--- src/hdl/ffca_pkg.sv ---
// Shared constants, types and command codes of the first-fit chunk allocator.
// Used by the controller, the datapath and the top level; depends on nothing.
`timescale 1ns / 1ps

package ffca_pkg;

  localparam int GRANULE_COUNT = 1024;
  localparam int ADDR_W = $clog2(GRANULE_COUNT);
  localparam int LEN_W = $clog2(GRANULE_COUNT + 1);
  localparam int SIZE_W = 11;
  localparam int OFF_W = 10;
  localparam int STAT_W = 2;
  localparam int SUM_W = ((LEN_W > SIZE_W) ? LEN_W : SIZE_W) + 1;
  localparam int ENT_W = LEN_W + 2;

  localparam logic [STAT_W-1:0] ST_OK = 2'd0;
  localparam logic [STAT_W-1:0] ST_NO_FIT = 2'd1;
  localparam logic [STAT_W-1:0] ST_ZERO = 2'd2;
  localparam logic [STAT_W-1:0] ST_BAD_FREE = 2'd3;

  typedef logic [1:0] rd_src_t;
  localparam rd_src_t RD_IN_OFF = 2'd0;
  localparam rd_src_t RD_ZERO = 2'd1;
  localparam rd_src_t RD_WALK = 2'd2;
  localparam rd_src_t RD_NXT = 2'd3;

  typedef logic [2:0] wr_op_t;
  localparam wr_op_t WR_NONE = 3'd0;
  localparam wr_op_t WR_CLR = 3'd1;
  localparam wr_op_t WR_ALLOC = 3'd2;
  localparam wr_op_t WR_SPLIT = 3'd3;
  localparam wr_op_t WR_KILL = 3'd4;
  localparam wr_op_t WR_FREE = 3'd5;

  typedef struct packed {
    logic head;
    logic in_use;
    logic [LEN_W-1:0] len;
  } ent_t;

  typedef struct packed {
    logic accept;
    logic rd_en;
    rd_src_t rd_src;
    wr_op_t wr_op;
    logic walk;
    logic grab;
    logic merge_add;
    logic set_res;
    logic [STAT_W-1:0] res_code;
    logic res_pos;
    logic load_out;
  } cmd_t;

  typedef struct packed {
    logic clr_last;
    logic in_free;
    logic in_zero;
    logic out_free;
    logic walk_stop;
    logic fit;
    logic split;
    logic walk_over;
    logic free_bad;
    logic has_nxt;
    logic merge;
  } sts_t;

endpackage

--- src/hdl/ffca_ctrl.sv ---
// Controller state machine of the chunk allocator: clearing pass, chunk walk and free sequence.
// Depends on ffca_pkg; issues commands to ffca_datapath and reads its status.
`timescale 1ns / 1ps

module ffca_ctrl import ffca_pkg::*; (
  input  logic clk,
  input  logic rst_n,
  input  logic in_valid,
  output logic in_stall,
  input  sts_t sts,
  output cmd_t cmd
);

  localparam logic [2:0] S_CLEAR = 3'd0;
  localparam logic [2:0] S_IDLE = 3'd1;
  localparam logic [2:0] S_WALK = 3'd2;
  localparam logic [2:0] S_SPLIT = 3'd3;
  localparam logic [2:0] S_FHEAD = 3'd4;
  localparam logic [2:0] S_FNXT = 3'd5;
  localparam logic [2:0] S_FWR = 3'd6;
  localparam logic [2:0] S_FIN = 3'd7;

  logic [2:0] state_r, state_nxt;

  always_comb begin
    state_nxt = state_r;
    cmd = '0;
    cmd.rd_src = RD_ZERO;
    cmd.wr_op = WR_NONE;
    cmd.res_code = ST_OK;
    case (state_r)
      S_CLEAR: begin
        cmd.wr_op = WR_CLR;
        if (sts.clr_last) begin
          state_nxt = S_IDLE;
        end
      end
      S_IDLE: begin
        if (in_valid) begin
          cmd.accept = 1'b1;
          if (sts.in_free) begin
            cmd.rd_en = 1'b1;
            cmd.rd_src = RD_IN_OFF;
            state_nxt = S_FHEAD;
          end else if (sts.in_zero) begin
            cmd.set_res = 1'b1;
            cmd.res_code = ST_ZERO;
            state_nxt = S_FIN;
          end else begin
            cmd.rd_en = 1'b1;
            cmd.rd_src = RD_ZERO;
            state_nxt = S_WALK;
          end
        end
      end
      S_WALK: begin
        if (sts.walk_stop) begin
          cmd.set_res = 1'b1;
          cmd.res_code = ST_NO_FIT;
          state_nxt = S_FIN;
        end else if (sts.fit) begin
          cmd.wr_op = WR_ALLOC;
          cmd.set_res = 1'b1;
          cmd.res_code = ST_OK;
          cmd.res_pos = 1'b1;
          state_nxt = sts.split ? S_SPLIT : S_FIN;
        end else if (sts.walk_over) begin
          cmd.set_res = 1'b1;
          cmd.res_code = ST_NO_FIT;
          state_nxt = S_FIN;
        end else begin
          cmd.walk = 1'b1;
          cmd.rd_en = 1'b1;
          cmd.rd_src = RD_WALK;
        end
      end
      S_SPLIT: begin
        cmd.wr_op = WR_SPLIT;
        state_nxt = S_FIN;
      end
      S_FHEAD: begin
        if (sts.free_bad) begin
          cmd.set_res = 1'b1;
          cmd.res_code = ST_BAD_FREE;
          state_nxt = S_FIN;
        end else begin
          cmd.grab = 1'b1;
          if (sts.has_nxt) begin
            cmd.rd_en = 1'b1;
            cmd.rd_src = RD_NXT;
            state_nxt = S_FNXT;
          end else begin
            state_nxt = S_FWR;
          end
        end
      end
      S_FNXT: begin
        if (sts.merge) begin
          cmd.wr_op = WR_KILL;
          cmd.merge_add = 1'b1;
        end
        state_nxt = S_FWR;
      end
      S_FWR: begin
        cmd.wr_op = WR_FREE;
        cmd.set_res = 1'b1;
        cmd.res_code = ST_OK;
        state_nxt = S_FIN;
      end
      S_FIN: begin
        if (sts.out_free) begin
          cmd.load_out = 1'b1;
          state_nxt = S_IDLE;
        end
      end
      default: state_nxt = S_CLEAR;
    endcase
  end

  always_ff @(posedge clk) begin
    if (!rst_n) begin
      state_r <= S_CLEAR;
    end else begin
      state_r <= state_nxt;
    end
  end

  assign in_stall = (state_r != S_IDLE);

endmodule

--- config.mk ---
export PLATFORM = sky130hd
export DESIGN_NAME = ffca_ctrl
export DESIGN_NICKNAME = d
export VERILOG_FILES = /design/src/hdl/ffca_pkg.sv /design/src/hdl/ffca_ctrl.sv
export SDC_FILE = /design/constraint.sdc
export NUM_CORES = 1
export LEC_CHECK = 0
export ABC_AREA = 1
export ABC_CLOCK_PERIOD_IN_PS = 2200
export BUFFER_PORTS_ARGS = -buffer_cell sky130_fd_sc_hd__buf_4
export CAP_MARGIN = 20
export CORE_AREA = 2 2 39 41
export CTS_CLUSTER_DIAMETER = 50
export DETAILED_ROUTE_END_ITERATION = 10
export DIE_AREA = 0 0 41 43
export GPL_TIMING_DRIVEN = 0
export PLACE_DENSITY_LB_ADDON = 0.1
export SYNTH_ARGS = -nofsm -noshare
export SYNTH_HDL_FRONTEND = slang
export SYNTH_SLANG_ARGS = --single-unit
export TNS_END_PERCENT = 50
--- constraint.sdc ---
create_clock -name clk -period 2.2 [get_ports clk]
set_input_delay 0.44 -clock clk [delete_from_list [all_inputs] [get_ports clk]]
set_output_delay 0.44 -clock clk [all_outputs]
set_load 0.01 [all_outputs]
==> flow_summary_export.csv, run 1 <==
group,metric,value,unit
drt,post_drt_wl_per_cell,9.16,µm
sta,final.min_clock_period,1.89,ns
hold_path,holdPathStages,3,
clock_tree,cts_hold_buf,0,
critical_path,crit_path_start,"state_r[2]$_SDFFE_PN0P_",
sta,finalSetupTns,0,ns
floorplanning,rows,14,
synthesis,synth_area,524,µm²
critical_path,crit_chain,"inv_2 -> nand2_2 -> nor2_2 -> nand2_4 -> o21ai_1 -> o21bai_1 -> buf_4",
floorplanning,fp.dieH,43,µm
clock_tree,cts_buffer_depth,2,
critical_path,arrival,1.45,ns
final_layout,regMostFlops,"state_r",
floorplanning,start_util,37.9,%
hold_path,hp-start,"rst_n",
power_and_ir_drop,vdd_drop_max,0.477,mV
final_layout,top_regs,"state_r x3",
sta,whs,0.468,ns
final_layout,largest_reg_flops,3,
sta,setup-violations-final,0,
synthesis,synth.distinct_cells,22,
sta,max-slew-margin-rel,81.1,%
synthesis,synth_fp_nets,111,
drt,drtPass1Iterations,4,
critical_path,critPathKind,"reg2out",
global_route,grt_start_max_net_pins,11,
critical_path,crit_path_end_kind,"primary output",
critical_path,slowest_stage,"dfxtp_1",
final_layout,fin_area,788,µm²
final_layout,nets,145,
clock_tree,h-tree-depth,1,
power_and_ir_drop,leakage,0.470,nW
global_route,grt_overflow,0,
sta,finClkSkew,0.00312,ns
clock_tree,cts.repair_timing.setup_buffer_count,0,
clock_tree,clk_pin_slew,0.04,ns
hold_path,hold_end,"state_r[0]$_SDFFE_PN0P_",
final_layout,fill_cells,154,
run_status,status,"completed",
place,dp_hpwl,1140,µm
sta,fin_crit_sh,85.8,%
sta,rsz0062_at_grt,"no",
critical_path,reg2reg_from,"state_r[2]$_SDFFE_PN0P_",
synthesis,yosys.area.top_type_share,16.5,%
final_layout,num_antenna_cells,0,
final_layout,drive_above_1_share,38.5,%
critical_path,rrSetupSlack,0.99,ns
floorplanning,coreArea,1380,µm²
final_layout,area_growth_syn_to_layout,50.4,%
synthesis,yosys.area.top_type,"nand2_1",
job,drv_cap,0,
power_and_ir_drop,total_power,0.995,mW
clock_tree,cts_tree,"done",
global_route,grt_antenna_before_repair,0,
power_and_ir_drop,p_per_area,1260,nW/µm²
drt,ant_nets,0,
place,port_buffers,29,
sta,fmax,530,MHz
sta,slew_viol_final,0,
sta,finalHoldViolCount,0,
critical_path,r2r_cells,8,
critical_path,rr_endpoint,"state_r[1]$_SDFFE_PN0P_",
hold_path,hold_class,"in2reg",
floorplanning,design.die.area,1760,µm²
global_route,grt_pass1_wl,2110,µm
drt,vias,676,
global_route,track_usage,17.0,%
synthesis,netlist_instances,97,
clock_tree,numCtsBuffers,3,
drt,drt_iter0_markers,10,
floorplanning,die_w,41,µm
synthesis,yosysSeqAreaShare,11.5,%
critical_path,critPathRequiredTime,1.76,ns
drt,routed_wl,1340,µm
synthesis,yosys_warnings,0,
place,placed_area,762,µm²
clock_tree,clock_latency,0.24,ns
clock_tree,clock-sinks,3,
critical_path,start_kind,"register",
clock_tree,clock-root-buffer,"clkbuf_4",
clock_tree,cts_resized,0,
synthesis,avgSynthCellArea,5.40,µm²
drt,avgViaCountPerCell,4.63,
place,place_congestion,0.835,
floorplanning,io_pins,30,
sta,tightest_slew,0.284,ns
drt,drc,0,
synthesis,synth_area_leaders,"nand2_1 16%, nor2_1 14%, dfxtp_1 11%",
global_route,first_global_vias,540,
critical_path,critPathMaxFanout,7,
critical_path,max_stage_delay,0.38,ns
synthesis,ys_seq_elements,3,
==> placed cells by master (no fill, tap or decap) <==
cell,synthesis,final
nor2_1,20,20
clkbuf_1,0,1
inv_2,4,4
o31ai_1,1,1
buf_6,2,2
nand2_2,2,2
nand2_4,3,3
nor2_4,1,1
a21oi_1,4,4
nor2_2,3,3
nand3b_2,1,1
dfxtp_1,3,3
o2111ai_1,1,1
inv_1,14,14
o21ai_1,1,1
nand3_2,1,1
nand4_1,2,2
nand2_1,23,23
clkbuf_4,0,3
o21bai_1,1,1
buf_4,0,29
nand3b_1,1,1
nand3_1,6,6
or2_2,1,1
o21ai_0,2,2
==> report_power, final <==
part | internal (mW) | switching [mW] | leakage (nW)
combinational | 0.345 | 0.440 | 0.431
sequential | 0.0823 | 0.0316 | 0.0247
clock | 0.0680 | 0.0290 | 0.0150
==> worst max path at each step <==
stage               endpoint  slack (ns)  cells past startpoint
detailed placement   cmd[13]        0.40                      8
CTS                  cmd[13]        0.29                      7
global placement     cmd[13]        0.43                      8
floorplan            cmd[13]        0.62                      6
global route         cmd[13]        0.20                      7
finish               cmd[13]        0.31                      7
==> critical path: cells and delay by family (launching register included) <==
family / cells / cell delay, ns
flip-flops: 1 / 0.38
AND/OR/NAND/NOR: 3 / 0.31
buffers and inverters: 2 / 0.28
AO/OA/AOI/OAI: 2 / 0.24
==> layout make-up <==
| class | instances | area [µm²] | share of cell area, % |
|---|---|---|---|
| inverter | 18 | 67.6 | 8.57 |
| multi-input combinational | 74 | 374 | 47.5 |
| tap | 16 | 20.0 | 2.54 |
| clock buffer | 4 | 26.3 | 3.33 |
| buffer | 2 | 22.5 | 2.86 |
| sequential | 3 | 60.1 | 7.62 |
| timing repair buffer | 29 | 218 | 27.6 |
==> metal layers <==
metal  share of wire, %  vias to the layer above  GRT usage (%)
li1                   -                      368              -
met1                 46                      285           22.3
met2                 47                       23           26.6
met3                7.4                        0           4.71
met4                  0                        0           4.00
met5                  0                        -              0
==> metrics by stage <==
stage	worst slack, ns	instances	util, %
2_1_floorplan	0.623	97	-
3_3_place_gp	0.425	142	55.1
3_5_place_dp	0.401	142	55.1
4_1_cts	0.285	146	57.0
5_1_grt	0.196	146	57.0
6_report	0.312	146	57.0
==> synthesized netlist by cell type, drive strengths merged <==
library cell	n
o31ai	1
inv	18
o2111ai	1
dfxtp	3
nand2	28
buf	2
nor2	24
nand3b	2
nand4	2
a21oi	4
o21bai	1
or2	1
nand3	7
o21ai	3
==> cell families after synthesis <==
group / Yosys count / share of synthesized area, %
compound gates: 10 / 11.2
flops: 3 / 11.5
buf+inv: 20 / 17.2
simple gates: 64 / 60.1
Power figures use the tool's default switching activity.
==> run 2, diff against run 1 <==
--- a/config.mk
+++ b/config.mk
@@ -5,14 +5,12 @@
 export SDC_FILE = /design/constraint.sdc
 export NUM_CORES = 1
 export LEC_CHECK = 0
-export ABC_AREA = 1
-export ABC_CLOCK_PERIOD_IN_PS = 2200
+export ABC_CLOCK_PERIOD_IN_PS = 1600
 export BUFFER_PORTS_ARGS = -buffer_cell sky130_fd_sc_hd__buf_4
 export CAP_MARGIN = 20
-export CORE_AREA = 2 2 39 41
+export CORE_UTILIZATION = 37
 export CTS_CLUSTER_DIAMETER = 50
 export DETAILED_ROUTE_END_ITERATION = 10
-export DIE_AREA = 0 0 41 43
 export GPL_TIMING_DRIVEN = 0
 export PLACE_DENSITY_LB_ADDON = 0.1
 export SYNTH_ARGS = -nofsm -noshare
==> constraint.sdc (replaced) <==
create_clock -name clk -period 1.6 [get_ports clk]
set_input_delay 0.32 -clock clk [delete_from_list [all_inputs] [get_ports clk]]
set_output_delay 0.32 -clock clk [all_outputs]
set_load 0.01 [all_outputs]
==> flow_summary_export.csv, run 2 <==
group,metric,value,unit
run_status,status,"finished with violations",
run_status,violations,"negative setup slack",
synthesis,ys_async_sr_fraction,0,%
sta,finalSetupTns,-0.271,ns
final_layout,num_antenna_cells,0,
critical_path,slowest_stage,"dfxtp_2",
global_route,grt_overflow,0,
clock_tree,clock-sinks,3,
floorplanning,die_w,38.6,µm
final_layout,top_regs,"state_r x3",
critical_path,critPathKind,"reg2out",
synthesis,avgSynthCellArea,7.40,µm²
critical_path,crit_chain,"buf_6 -> nor2_1 -> a32o_2 -> a21o_1 -> buf_4",
sta,layout_setup_ws,-0.0919,ns
final_layout,regMostFlops,"state_r",
critical_path,arrival,1.37,ns
power_and_ir_drop,p_sw_share,32.5,%
synthesis,synth_edf_count,0,
synthesis,synth_flop_cell,"dfxtp_1",
power_and_ir_drop,vdd_drop_max,0.267,mV
critical_path,critPathMaxFanout,5,
clock_tree,clock_latency,0.23,ns
power_and_ir_drop,total_power,0.402,mW
hold_path,hp-start,"rst_n",
final_layout,final_cell_mix,"34 x buf_4, 8 x nor2_1, 4 x and3_1, 4 x nand2b_1, 4 x a21oi_1",
power_and_ir_drop,power_frac_comb,46.2,%
critical_path,max_stage_delay,0.35,ns
synthesis,yosysMostFrequentCell,"nor2_1",
clock_tree,cts_tree,"done",
global_route,grt_start_max_net_pins,11,
drt,vias,641,
power_and_ir_drop,p_per_area,494,nW/µm²
sta,finalHoldViolCount,0,
place,place_congestion,0.792,
critical_path,critPathRequiredTime,1.28,ns
hold_path,hold_class,"in2reg",
drt,avgViaCountPerCell,5.48,
clock_tree,numCtsBuffers,3,
clock_tree,cts_hold_buf,0,
clock_tree,clk_pin_slew,0.04,ns
critical_path,path_buf_inv,2,
job,drv_cap,0,
global_route,grt_antenna_before_repair,0,
drt,post_drt_wl_per_cell,13.3,µm
sta,slew_viol_final,0,
sta,finClkSkew,0.00135,ns
final_layout,drive_above_1_share,51.5,%
place,dp_hpwl,1040,µm
power_and_ir_drop,seq_power_share,21.3,%
power_and_ir_drop,p_switching,0.131,mW
drt,routed_wl,1560,µm
critical_path,crit_path_end_kind,"primary output",
sta,final.min_clock_period,1.69,ns
floorplanning,fp.dieH,38.6,µm
drt,drc,0,
final_layout,largest_reg_flops,3,
synthesis,yosysSeqAreaShare,12.1,%
clock_tree,clock-root-buffer,"clkbuf_4",
critical_path,start_kind,"register",
sta,setup-violations-final,6,
synthesis,synth_area_leaders,"dfxtp_1 12%, buf_6 6.8%, nor2_1 6.1%",
drt,drtPass1Iterations,4,
synthesis,ys_seq_elements,3,
critical_path,crit_family,"compound AO/OA/AOI/OAI gates",
final_layout,nets,118,
floorplanning,io_pins,30,
place,port_buffers,29,
synthesis,netlist_instances,67,
power_and_ir_drop,leakage,0.400,nW
sta,tightest_slew,0.288,ns
synthesis,synth.distinct_cells,33,
global_route,track_usage,22.0,%
critical_path,crit_path_start,"state_r[0]$_SDFFE_PN0P_",
drt,ant_nets,0,
synthesis,yosys.area.top_type_share,12.1,%
sta,fin_crit_sh,106,%
sta,rsz0062_at_grt,"yes",
global_route,grt_pass1_wl,2350,µm
sta,fmax,591,MHz
critical_path,reg2reg_from,"state_r[0]$_SDFFE_PN0P_",
clock_tree,cts_buffer_depth,2,
final_layout,fill_cells,110,
final_layout,area_growth_syn_to_layout,64.4,%
synthesis,synth_area,495,µm²
global_route,first_global_vias,560,
synthesis,yosys.area.top_type,"dfxtp_1",
clock_tree,h-tree-depth,1,
drt,drt_iter0_markers,21,
floorplanning,coreArea,1170,µm²
floorplanning,rows,12,
sta,max-slew-margin-rel,80.7,%
power_and_ir_drop,clockPowerShare,32.5,%
synthesis,synth_fp_nets,81,
final_layout,layout_commonest_cell,"buf_4",
synthesis,yosys_warnings,0,
floorplanning,start_util,42.3,%
floorplanning,design.die.area,1490,µm²
power_and_ir_drop,p_int,0.272,mW
[run 2: cell types whose count changed after synthesis, moves of 3 or more]
cell	change
and3_1	+4
inv_1	-12
inv_2	-4
nand2_1	-20
nand2b_1	+4
nand3_1	-4
nor2_1	-12
nor2_2	-3
nor2b_1	+4
[run 2: power groups by stage]
stage,Clock (mW),Sequential [mW],Combinational (mW)
6_report,0.131,0.0856,0.186
5_1_grt,0.141,0.0859,0.199
4_1_cts,0.133,0.0853,0.172
3_5_place_dp,0,0.0839,0.159
3_3_place_gp,0,0.0838,0.158
2_1_floorplan,0,0.0832,0.0885
[run 2: cell families (layout without fill, tap and decap cells)]
family	after synthesis	after routing	synth area share, %
xor gates and xnor gates	1	1	1.77
AOI/OAI and AO/OA	21	21	31.3
and+or+nand+nor	35	35	43.4
DFF	3	3	12.1
buffers and inverters	7	43	11.4
[run 2: metal layers]
layer	wire, µm	up-vias	GRT usage [%]
met5	0	-	0
met4	17	0	7.76
met3	54	4	0.578
met2	768	20	37.5
met1	720	296	29.2
li1	-	321	-
[run 2: layout make-up]
cell class / count / area [µm²] / share of cell area [%]
multi-input combinational: 57 / 404 / 49.6
tap: 14 / 17.5 / 2.15
buffer: 4 / 45.0 / 5.53
sequential: 3 / 66.3 / 8.14
timing repair buffer: 33 / 248 / 30.4
inverter: 2 / 7.51 / 0.922
clock buffer: 4 / 26.3 / 3.23
[run 2: per-stage QoR]
stage / instances / hold WS, ns / utilization [%] / area (µm²) / setup slack, ns
final: 117 / 0.352 / 69.6 / 815 / -0.0919
after global routing: 117 / 0.349 / 69.6 / 815 / -0.133
after CTS: 116 / 0.343 / 67.2 / 787 / -0.0676
after detailed placement: 110 / 0.580 / 62.4 / 731 / 0.121
after global placement: 110 / 0.571 / 62.4 / 731 / 0.122
after floorplan: 67 / 0.462 / - / 495 / 0.163
[run 2: path summary, 6_finish.rpt]
path,to,slack (ns),cells past startpoint
min,state_r[2]$_SDFFE_PN0P_,0.35,2
max,cmd[13],-0.09,5
max reg2reg,state_r[2]$_SDFFE_PN0P_,0.19,6
min reg2reg,state_r[2]$_SDFFE_PN0P_,0.72,2
[run 2: timing repair]
item | CTS | global route
setup endpoints to repair | 8 | 9
cloned | 0 | 0
pin swaps | 3 | 4
gates resized for setup | 6 | 5
setup buffers | 3 | 1
==> run 3, diff against run 2 <==
--- a/config.mk
+++ b/config.mk
@@ -5,12 +5,14 @@
 export SDC_FILE = /design/constraint.sdc
 export NUM_CORES = 1
 export LEC_CHECK = 0
-export ABC_CLOCK_PERIOD_IN_PS = 1600
+export ABC_AREA = 1
+export ABC_CLOCK_PERIOD_IN_PS = 1740
 export BUFFER_PORTS_ARGS = -buffer_cell sky130_fd_sc_hd__buf_4
 export CAP_MARGIN = 20
-export CORE_UTILIZATION = 37
+export CORE_AREA = 2 2 39 41
 export CTS_CLUSTER_DIAMETER = 50
 export DETAILED_ROUTE_END_ITERATION = 10
+export DIE_AREA = 0 0 41 43
 export GPL_TIMING_DRIVEN = 0
 export PLACE_DENSITY_LB_ADDON = 0.1
 export SYNTH_ARGS = -nofsm -noshare
==> constraint.sdc (replaced) <==
create_clock -name clk -period 1.74 [get_ports clk]
set_input_delay 0.348 -clock clk [delete_from_list [all_inputs] [get_ports clk]]
set_output_delay 0.348 -clock clk [all_outputs]
set_load 0.01 [all_outputs]
==> flow_summary_export.csv, run 3 (same netlist as run 1, synthesis figures left out) <==
group,metric,value,unit
run_status,status,"completed",
power_and_ir_drop,vdd_drop_max,0.686,mV
final_layout,nets,146,
global_route,grt_start_max_net_pins,11,
place,pre_cts_ws,0.125,ns
critical_path,start_kind,"register",
sta,layout_setup_ws,0.0642,ns
hold_path,hp-start,"rst_n",
global_route,first_global_vias,558,
drt,vias,686,
drt,drc,0,
drt,ant_nets,0,
final_layout,layout_commonest_cell,"buf_4",
critical_path,arrival,1.33,ns
drt,drt_iter0_markers,12,
sta,fmax,597,MHz
floorplanning,die_w,41,µm
final_layout,fin_util,59.9,%
power_and_ir_drop,p_sw_share,50.1,%
power_and_ir_drop,power_frac_comb,78.9,%
clock_tree,numCtsBuffers,3,
critical_path,crit_path_end_kind,"primary output",
hold_path,hold_class,"in2reg",
floorplanning,fp.dieH,43,µm
global_route,grt_util_met3,4.71,%
global_route,grt_overflow,0,
global_route,grt_antenna_before_repair,0,
clock_tree,cts_hold_buf,0,
hold_path,hold_end,"state_r[2]$_SDFFE_PN0P_",
final_layout,area_growth_syn_to_layout,58.2,%
critical_path,rrSetupSlack,0.54,ns
global_route,busiest_layer,"met2",
critical_path,critPathMaxFanout,10,
job,drv_cap,0,
floorplanning,coreArea,1380,µm²
sta,final.min_clock_period,1.68,ns
floorplanning,start_util,37.9,%
final_layout,num_antenna_cells,0,
clock_tree,clock-sinks,3,
drt,routed_wl,1370,µm
drt,post_drt_wl_per_cell,9.30,µm
critical_path,rr_endpoint,"state_r[1]$_SDFFE_PN0P_",
critical_path,r2r_cells,8,
critical_path,reg2reg_from,"state_r[2]$_SDFFE_PN0P_",
drt,drtPass1Iterations,4,
clock_tree,clock_latency,0.23,ns
drt,avgViaCountPerCell,4.67,
power_and_ir_drop,p_per_area,1630,nW/µm²
clock_tree,cts_tree,"done",
final_layout,regMostFlops,"state_r",
place,port_buffers,29,
sta,tightest_slew,0.210,ns
clock_tree,h-tree-depth,1,
sta,fin_crit_sh,96.3,%
global_route,use_met1,22.3,%
floorplanning,rows,14,
final_layout,largest_reg_flops,3,
floorplanning,io_pins,30,
final_layout,drive_above_1_share,43.5,%
power_and_ir_drop,p_switching,0.678,mW
final_layout,instances_no_fill,147,
power_and_ir_drop,leakage,0.483,nW
sta,slew_viol_final,0,
power_and_ir_drop,clockPowerShare,9.0,%
final_layout,top_regs,"state_r x3",
sta,finalSetupTns,0,ns
sta,rsz0062_at_grt,"yes",
place,place_congestion,0.835,
sta,max-slew-margin-rel,85.9,%
sta,finClkSkew,0.00280,ns
global_route,grt_pass1_wl,2170,µm
hold_path,holdPathStages,3,
sta,finalHoldViolCount,0,
sta,setup-violations-final,0,
place,dp_hpwl,1140,µm
sta,whs,0.372,ns
global_route,met2_usage,28.1,%
critical_path,critPathKind,"reg2out",
floorplanning,design.die.area,1760,µm²
power_and_ir_drop,seq_power_share,12.1,%
power_and_ir_drop,p_int,0.677,mW
critical_path,critPathRequiredTime,1.39,ns
clock_tree,clock-root-buffer,"clkbuf_4",
place,placedCellCount,142,
global_route,track_usage,17.5,%
clock_tree,cts_buffer_depth,2,
clock_tree,clk_pin_slew,0.03,ns
final_layout,final_cell_mix,"30 x buf_4, 21 x nand2_1, 19 x nor2_1, 14 x inv_1, 6 x nand3_1",
-- run 3: per-stage QoR --
step                      power, mW  instance area, µm²
after CTS                      1.31                 807
after floorplan               0.822                 524
after detailed placement       1.14                 762
final                          1.36                 830
after global placement         1.14                 762
after global routing           1.49                 830
-- run 3: repair_timing --
| action | in CTS | in global routing |
|---|---|---|
| gates resized for setup | 3 | 9 |
| buffers inserted | 1 | 0 |
| pin swaps | 0 | 1 |
| endpoints found under the setup margin | 1 | 7 |
-- run 3: worst max-delay path by stage --
stage / startpoint / to / slack [ns] / cells past startpoint
after floorplan: state_r[1]$_SDFFE_PN0P_ / cmd[13] / 0.28 / 5
after global placement: sts[6] / cmd[13] / 0.15 / 8
after detailed placement: sts[6] / cmd[13] / 0.13 / 8
after CTS: state_r[2]$_SDFFE_PN0P_ / cmd[13] / 0.004 / 7
after global routing: state_r[1]$_SDFFE_PN0P_ / cmd[13] / -0.03 / 6
final: state_r[1]$_SDFFE_PN0P_ / cmd[13] / 0.06 / 7
-- run 3: critical path: stages, from the launching register on --
cell and delay (ns):
dfxtp_2 0.35, buf_6 0.15, nand2_2 0.07, nor2_4 0.12
nand2_4 0.08, o21ai_2 0.07, o21bai_1 0.12, buf_4 0.13
-- run 3: cell type report --
cell class | count | area [µm²]
Fill cell | 153 | 554
Multi-Input combinational cell | 74 | 400
Timing Repair Buffer | 30 | 225
Inverter | 18 | 70.1
Sequential cell | 3 | 65.1
Clock buffer | 4 | 26.3
Buffer | 2 | 22.5
Tap cell | 16 | 20.0
-- run 3: layer usage --
metal	wire length (µm)	share of wire, %	up-vias
li1	-	-	371
met1	607	44	289
met2	649	47	23
met3	101	7.4	3
met4	8	0.59	0
met5	0	0	-
-- run 3: power groups by stage --
| stage | combinational, mW | clock (mW) | sequential (mW) |
|---|---|---|---|
| final | 1.07 | 0.122 | 0.164 |
| after global routing | 1.19 | 0.133 | 0.169 |
| after CTS | 1.04 | 0.130 | 0.145 |
| after detailed placement | 0.998 | 0 | 0.145 |
| after global placement | 0.993 | 0 | 0.144 |
| after floorplan | 0.686 | 0 | 0.136 |
